[src/design/swik_pkg.sv]
// ----------------------------------------------------------------------------
// swik_pkg
// shared constants, datapath opcodes and the cordic arctangent table
// ----------------------------------------------------------------------------
package swik_pkg;

	localparam int CORDIC_STEPS = 16;
	localparam int ROOT_STEPS   = 32;
	localparam int WRAP_STEPS   = 9;
	localparam int CNT_W        = 5;

	localparam logic [31:0] CENTER_GAIN_RST = 32'h0001_0000;
	localparam logic [34:0] DEG90   = 35'd5898240;
	localparam logic [34:0] DEG180  = 35'd11796480;
	localparam logic [34:0] DEG360  = 35'd23592960;

	localparam logic [7:0] REG_CENTER_GAIN = 8'd0;
	localparam logic [7:0] REG_HALF_LENGTH = 8'd1;
	localparam logic [7:0] REG_HALF_WIDTH  = 8'd2;
	localparam logic [7:0] REG_FLIP_ENABLE = 8'd3;

	typedef enum logic [3:0] {
		OP_NONE,
		OP_LOAD,
		OP_KL,
		OP_KW,
		OP_RL,
		OP_RW,
		OP_COMB,
		OP_SQX,
		OP_SQY,
		OP_ROOT,
		OP_CINIT,
		OP_CITER,
		OP_WINIT,
		OP_WITER,
		OP_FIN
	} op_t;

	typedef struct packed {
		op_t              op;
		logic [CNT_W-1:0] step;
	} dp_cmd_t;

	typedef struct packed {
		logic [31:0] center_gain;
		logic [31:0] half_length;
		logic [31:0] half_width;
		logic        flip_enable;
	} cfg_t;

	function automatic logic [31:0] atan_deg(input logic [CNT_W-1:0] i);
		logic [31:0] r;
		case (i)
			5'd0:    r = 32'd2949120;
			5'd1:    r = 32'd1740967;
			5'd2:    r = 32'd919879;
			5'd3:    r = 32'd466945;
			5'd4:    r = 32'd234379;
			5'd5:    r = 32'd117304;
			5'd6:    r = 32'd58666;
			5'd7:    r = 32'd29335;
			5'd8:    r = 32'd14668;
			5'd9:    r = 32'd7334;
			5'd10:   r = 32'd3667;
			5'd11:   r = 32'd1833;
			5'd12:   r = 32'd917;
			5'd13:   r = 32'd458;
			5'd14:   r = 32'd229;
			5'd15:   r = 32'd115;
			5'd16:   r = 32'd57;
			5'd17:   r = 32'd29;
			5'd18:   r = 32'd14;
			5'd19:   r = 32'd7;
			5'd20:   r = 32'd4;
			5'd21:   r = 32'd2;
			5'd22:   r = 32'd1;
			default: r = 32'd0;
		endcase
		return r;
	endfunction

endpackage

[src/design/swik_ctrl.sv]
// ----------------------------------------------------------------------------
// swik_ctrl
// sequencer: steps the datapath through products, root, cordic and wrap
// ----------------------------------------------------------------------------
module swik_ctrl (
	input  logic              clk,
	input  logic              arst_n,
	input  logic              s_tvalid,
	output logic              s_tready,
	output logic              m_tvalid,
	input  logic              m_tready,
	output swik_pkg::dp_cmd_t cmd
);
	import swik_pkg::*;

	typedef enum logic [13:0] {
		ST_IDLE  = 14'b00000000000001,
		ST_KL    = 14'b00000000000010,
		ST_KW    = 14'b00000000000100,
		ST_RL    = 14'b00000000001000,
		ST_RW    = 14'b00000000010000,
		ST_COMB  = 14'b00000000100000,
		ST_SQX   = 14'b00000001000000,
		ST_SQY   = 14'b00000010000000,
		ST_ROOT  = 14'b00000100000000,
		ST_CINIT = 14'b00001000000000,
		ST_CITER = 14'b00010000000000,
		ST_WINIT = 14'b00100000000000,
		ST_WITER = 14'b01000000000000,
		ST_FIN   = 14'b10000000000000
	} state_t;

	state_t           state_q, state_d;
	logic [CNT_W-1:0] cnt_q, cnt_d;
	logic             fin_go;

	assign s_tready = (state_q == ST_IDLE);
	assign fin_go   = (state_q == ST_FIN) && (!m_tvalid || m_tready);

	always_comb begin
		state_d = state_q;
		cnt_d   = cnt_q;
		cmd.op  = OP_NONE;
		cmd.step = cnt_q;
		case (state_q)
			ST_IDLE: begin
				if (s_tvalid) begin
					cmd.op  = OP_LOAD;
					state_d = ST_KL;
				end
			end
			ST_KL: begin
				cmd.op  = OP_KL;
				state_d = ST_KW;
			end
			ST_KW: begin
				cmd.op  = OP_KW;
				state_d = ST_RL;
			end
			ST_RL: begin
				cmd.op  = OP_RL;
				state_d = ST_RW;
			end
			ST_RW: begin
				cmd.op  = OP_RW;
				state_d = ST_COMB;
			end
			ST_COMB: begin
				cmd.op  = OP_COMB;
				state_d = ST_SQX;
			end
			ST_SQX: begin
				cmd.op  = OP_SQX;
				state_d = ST_SQY;
			end
			ST_SQY: begin
				cmd.op  = OP_SQY;
				cnt_d   = '0;
				state_d = ST_ROOT;
			end
			ST_ROOT: begin
				cmd.op = OP_ROOT;
				cnt_d  = cnt_q + 1'b1;
				if (cnt_q == CNT_W'(ROOT_STEPS - 1)) begin
					state_d = ST_CINIT;
				end
			end
			ST_CINIT: begin
				cmd.op  = OP_CINIT;
				cnt_d   = '0;
				state_d = ST_CITER;
			end
			ST_CITER: begin
				cmd.op = OP_CITER;
				cnt_d  = cnt_q + 1'b1;
				if (cnt_q == CNT_W'(CORDIC_STEPS - 1)) begin
					state_d = ST_WINIT;
				end
			end
			ST_WINIT: begin
				cmd.op  = OP_WINIT;
				cnt_d   = '0;
				state_d = ST_WITER;
			end
			ST_WITER: begin
				cmd.op = OP_WITER;
				cnt_d  = cnt_q + 1'b1;
				if (cnt_q == CNT_W'(WRAP_STEPS - 1)) begin
					state_d = ST_FIN;
				end
			end
			ST_FIN: begin
				if (fin_go) begin
					cmd.op  = OP_FIN;
					state_d = ST_IDLE;
				end
			end
			default: state_d = ST_IDLE;
		endcase
	end

	always_ff @(posedge clk or negedge arst_n) begin
		if (!arst_n) begin
			state_q  <= ST_IDLE;
			cnt_q    <= '0;
			m_tvalid <= 1'b0;
		end else begin
			state_q <= state_d;
			cnt_q   <= cnt_d;
			if (fin_go) begin
				m_tvalid <= 1'b1;
			end else if (m_tready) begin
				m_tvalid <= 1'b0;
			end
		end
	end

endmodule

[config.mk]
export PLATFORM = sky130hd
export DESIGN_NAME = swik_ctrl
export DESIGN_NICKNAME = d
export VERILOG_FILES = /design/src/design/swik_pkg.sv /design/src/design/swik_ctrl.sv
export SDC_FILE = /design/constraint.sdc
export NUM_CORES = 1
export LEC_CHECK = 0
export BUFFER_PORTS_ARGS = -buffer_cell sky130_fd_sc_hd__buf_2
export CAP_MARGIN = 40
export CORE_MARGIN = 10
export CORE_UTILIZATION = 30
export CTS_CLUSTER_DIAMETER = 50
export CTS_CLUSTER_SIZE = 40
export DETAILED_ROUTE_END_ITERATION = 12
export GPL_TIMING_DRIVEN = 1
export HOLD_SLACK_MARGIN = 0.05
export PLACE_DENSITY = 0.46
export SLEW_MARGIN = 20
export SYNTH_ARGS = -nofsm -noshare
export SYNTH_HDL_FRONTEND = slang
export SYNTH_SLANG_ARGS = --single-unit
[constraint.sdc]
create_clock -name clk -period 3.3 [get_ports clk]
set_input_delay 0.165 -clock clk [delete_from_list [all_inputs] [get_ports clk]]
set_output_delay 0.165 -clock clk [all_outputs]
set_load 0.03 [all_outputs]
Yosys cells after proc, flatten, opt, wreduce, memory -nomap -nowiden
Cells that the tools add are included.

Register bits after elaboration: 20. Input port bits: 4. Output and inout port bits: 11. Logic and storage cells: 46.

$add $sub $neg: 1. Equality and inequality tests: 22. Mux-type cells: 12. Reductions and logical operators: 8.

Operators by type and width (count): $pmux W14 S14 (1); $mux W14 (5); $pmux W4 S14 (1); $eq A14 B1 Y1 const B (1); $eq A14 B10 Y1 const B (1); $eq A14 B11 Y1 const B (1); $eq A14 B12 Y1 const B (1); $eq A14 B13 Y1 const B (1); $eq A14 B14 Y1 const B (1); $eq A14 B2 Y1 const B (1); $eq A14 B3 Y1 const B (1); $eq A14 B4 Y1 const B (1); $eq A14 B5 Y1 const B (1); $eq A14 B6 Y1 const B (1); $eq A14 B7 Y1 const B (1); $eq A14 B8 Y1 const B (1); $eq A14 B9 Y1 const B (1); $eq A5 B4 Y1 const B (2); $ne A2 B2 Y1 const B (5); $pmux W5 S2 (1); $reduce_or A3 Y1 (2); $add A5 B1 Y5 const B (1); $eq A5 B5 Y1 const B (1); $reduce_and A5 Y1 (1); other kinds (6) (9).

Longest topological paths before layout
Depth after elaboration: 5. Depth in mapped cells: 7. Depth with buffers taken out: 7.

Worst setup path before layout
OpenSTA, ideal clock, no wires.

Kind: register -> output. Start point: register state_q[9]. End point: output cmd[5] (netlist name). Arrival time: 2513 ps. Data required time: 3135 ps. Slack: 622 ps. Cell stages (with the launch flop): 6. Path buffers: 0. Cells stage by stage: dfrtp_1 nor4_1 nand4_1 nor3b_1 and2_1 or4_1.

RTL lines: from (decl) (RTL line swik_ctrl.sv:33) `state_t state_q, state_d;`; from (signal assigned) (RTL line swik_ctrl.sv:128) `state_q <= state_d;`; to (decl) (RTL line swik_ctrl.sv:12) `output swik_pkg::dp_cmd_t cmd`.

==> impl_metrics.yaml <==
outcome:
  status: "finished clean"
placement:
  pre_cts_ws_ps: 882
  io_buffers: 14
  place_inst: 206
  dp_hpwl_mm: 2.65
  globalplace.congestion: 0.855
cells_and_area:
  layout.nets: 168
  most-common-layout-cells: "dfrtp_1 (19), buf_2 (14), nor2_1 (12)"
  drive_gt1_share_pct: 17.0
  nFillCells: 464
  antenna_cells: 0
  final_common_cell: "dfrtp_1"
  seqCellArea_um2: 502
  multiInputGateArea_um2: 778
  synthToLayoutAreaGrowth_pct: 13.4
  fin_cells: 211
critical_path:
  worst_ep_required_time_ps: 3130
  startpoint_type: "flop"
  crit_chain: "nor4_1, nand4_1, nor3b_1, and2_1, or4_1, buf_2"
  cp-startpoint: "state_q[8]"
  cp-end-kind: "output port"
  cp_slowest_cell: "nor4_1"
  regToRegStartpoint: "state_q[8]"
  reg2reg_to: "state_q[0]"
  slowest_delay_ps: 810
  r2r_cells: 5
  cp.arrival_ps: 2570
  cp_max_fo: 7
  setup.worst_path.class: "flop to output port"
  r2r_slack_ps: 880
floorplan:
  initial_core_util_pct: 30.6
  fp.dieH_um: 86.4
  rows: 24
  dieArea_mm2: 0.00746
  dieWidth_um: 86.4
  core_mm2: 0.00432
  ioPinCount: 15
yosys:
  ys_types: 48
  ys_seq_area_share_pct: 38.0
  synth_top_area_share_pct: 36.0
  syn_area_mm2: 0.00132
  syn_area_per_cell_um2: 9.18
  synthArstFlopShare_pct: 100
  yosys.area.top_type: "dfrtp_1"
  synthCells: 144
  ys_seq_elements: 20
  synth_edf_count: 0
  synth_nets: 152
  ys.flop_type: "dfrtp_1"
  yosys_warnings: 0
  synth.area.top_cells: "dfrtp_1 (36%), nor4b_1 (4.6%), ha_1 (3.8%)"
detailed_routing:
  drt_iter0_drc: 58
  wl_mm: 3.44
  firstDrtPassIters: 4
  vias_per_cell: 5.55
  ant_nets: 0
  routed-via-count: 1170
  drc_errors: 0
  wire_per_inst_um: 16.3
global_route:
  grt_pass1_vias: 1191
  antenna_found_initial: 0
  grt.total_usage_pct: 9.46
  grt_pass1_wl_mm: 5.73
  grt_overflow: 0
  grt_max_degree: 21
timing:
  period_share_pct: 82.8
  fin_tns_setup_ps: 0
  finalMaxSlewViolations: 0
  final.setup.worst_slack_ps: 568
  worst_pin_slew_ps: 898
  period_needed_ps: 2730
  finalSetupViolCount: 0
  finalHoldViolations: 0
  slew_headroom_pct: 39.6
  finClkSkew_ps: 1.68
  rsz0062_at_grt: "false"
  fmax_mhz: 366
min_path:
  min_path_cells: 2
  hold_start: "s_tvalid"
  holdPathEnd: "state_q[1]"
  hp-class: "input port to flop"
clock_network:
  cts_setup_buffers: 0
  cts_tree: "yes"
  clk_latency_ps: 270
  hold_buffers: 1
  clockBufferDepth: 2
  clkTransAtPathRegs_ps: 80
  root_buffer: "clkbuf_8"
  cts_resized: 0
  cts.sinks: 20
  cts_made_buffers: 3
  htreeDepth: 1
pwr:
  leakagePower_nw: 0.679
  report.power.total_w: 0.000807
  ir_drop_mv: 0.226
  powerDensity_mw_per_mm2: 538
job:
  drv_cap: 0
[report_power, final]
part	leakage, nW	switching, W	internal, W	total [W]
Clock	0.0288	0.0000901	0.000107	0.000197
Sequential	0.275	0.0000391	0.000267	0.000306
Combinational	0.376	0.000185	0.000119	0.000304
Total	0.679	0.000314	0.000492	0.000807
[cell families after synthesis]
group | after synthesis | synth area share [%]
and+or+nand+nor | 82 | 38.9
xor gates and xnor gates | 4 | 2.65
muxes | 1 | 0.852
adders and majority gates | 4 | 3.79
buffers and inverters | 9 | 3.12
DFF | 20 | 38.0
AOI/OAI and AO/OA | 24 | 12.7
[critical path: cells and delay by family (launching register included)]
kind,cells,cell delay [ps]
simple gates,5,1640
flops,1,480
buf+inv,1,190
[metrics by stage]
step	instance area (um2)	util, %	hold WS, ps
after floorplan	1320	-	-131
after global placement	1430	33.2	159
after detailed placement	1430	33.2	153
after CTS	1500	34.7	148
after global routing	1500	34.7	153
final	1500	34.7	147
[flip-flops by register name, summed over array words and instances, names as in the netlist]
signal	flops
state_q	14
m_tvalid	1
cnt_q	5
[worst max-delay path by stage]
| stage | end | slack [ps] |
|---|---|---|
| 2_1_floorplan | cmd[5] | 620 |
| 3_3_place_gp | cmd[7] | 940 |
| 3_5_place_dp | cmd[5] | 880 |
| 4_1_cts | cmd[5] | 590 |
| 5_1_grt | cmd[7] | 330 |
| 6_report | cmd[5] | 570 |
[layer usage]
layer / track usage, % / part of all wire, % / routed length (um)
met5: 0 / 0 / 0
met4: 3.98 / 1.8 / 62
met3: 1.78 / 2.8 / 97
met2: 16.5 / 49 / 1680
met1: 11.0 / 46 / 1590
[final cells by class]
cell class	count	share of cell area [%]
Multi-Input combinational cell	115	51.9
Timing Repair Buffer	15	5.34
Clock buffer	4	3.67
Inverter	5	1.25
Sequential cell	20	33.5
Tap cell	52	4.34
[Yosys cell counts, types with 4 or more instances]
cell type / instances
o21ai_0: 7
nor3_1: 4
nand3_1: 4
nor4b_1: 7
nor4_1: 5
nand2b_1: 6
ha_1: 4
nor2_1: 12
inv_1: 4
dfrtp_1: 19
or3_1: 5
nand2_1: 10
nand4_1: 6
Power figures use the tool's default switching activity.
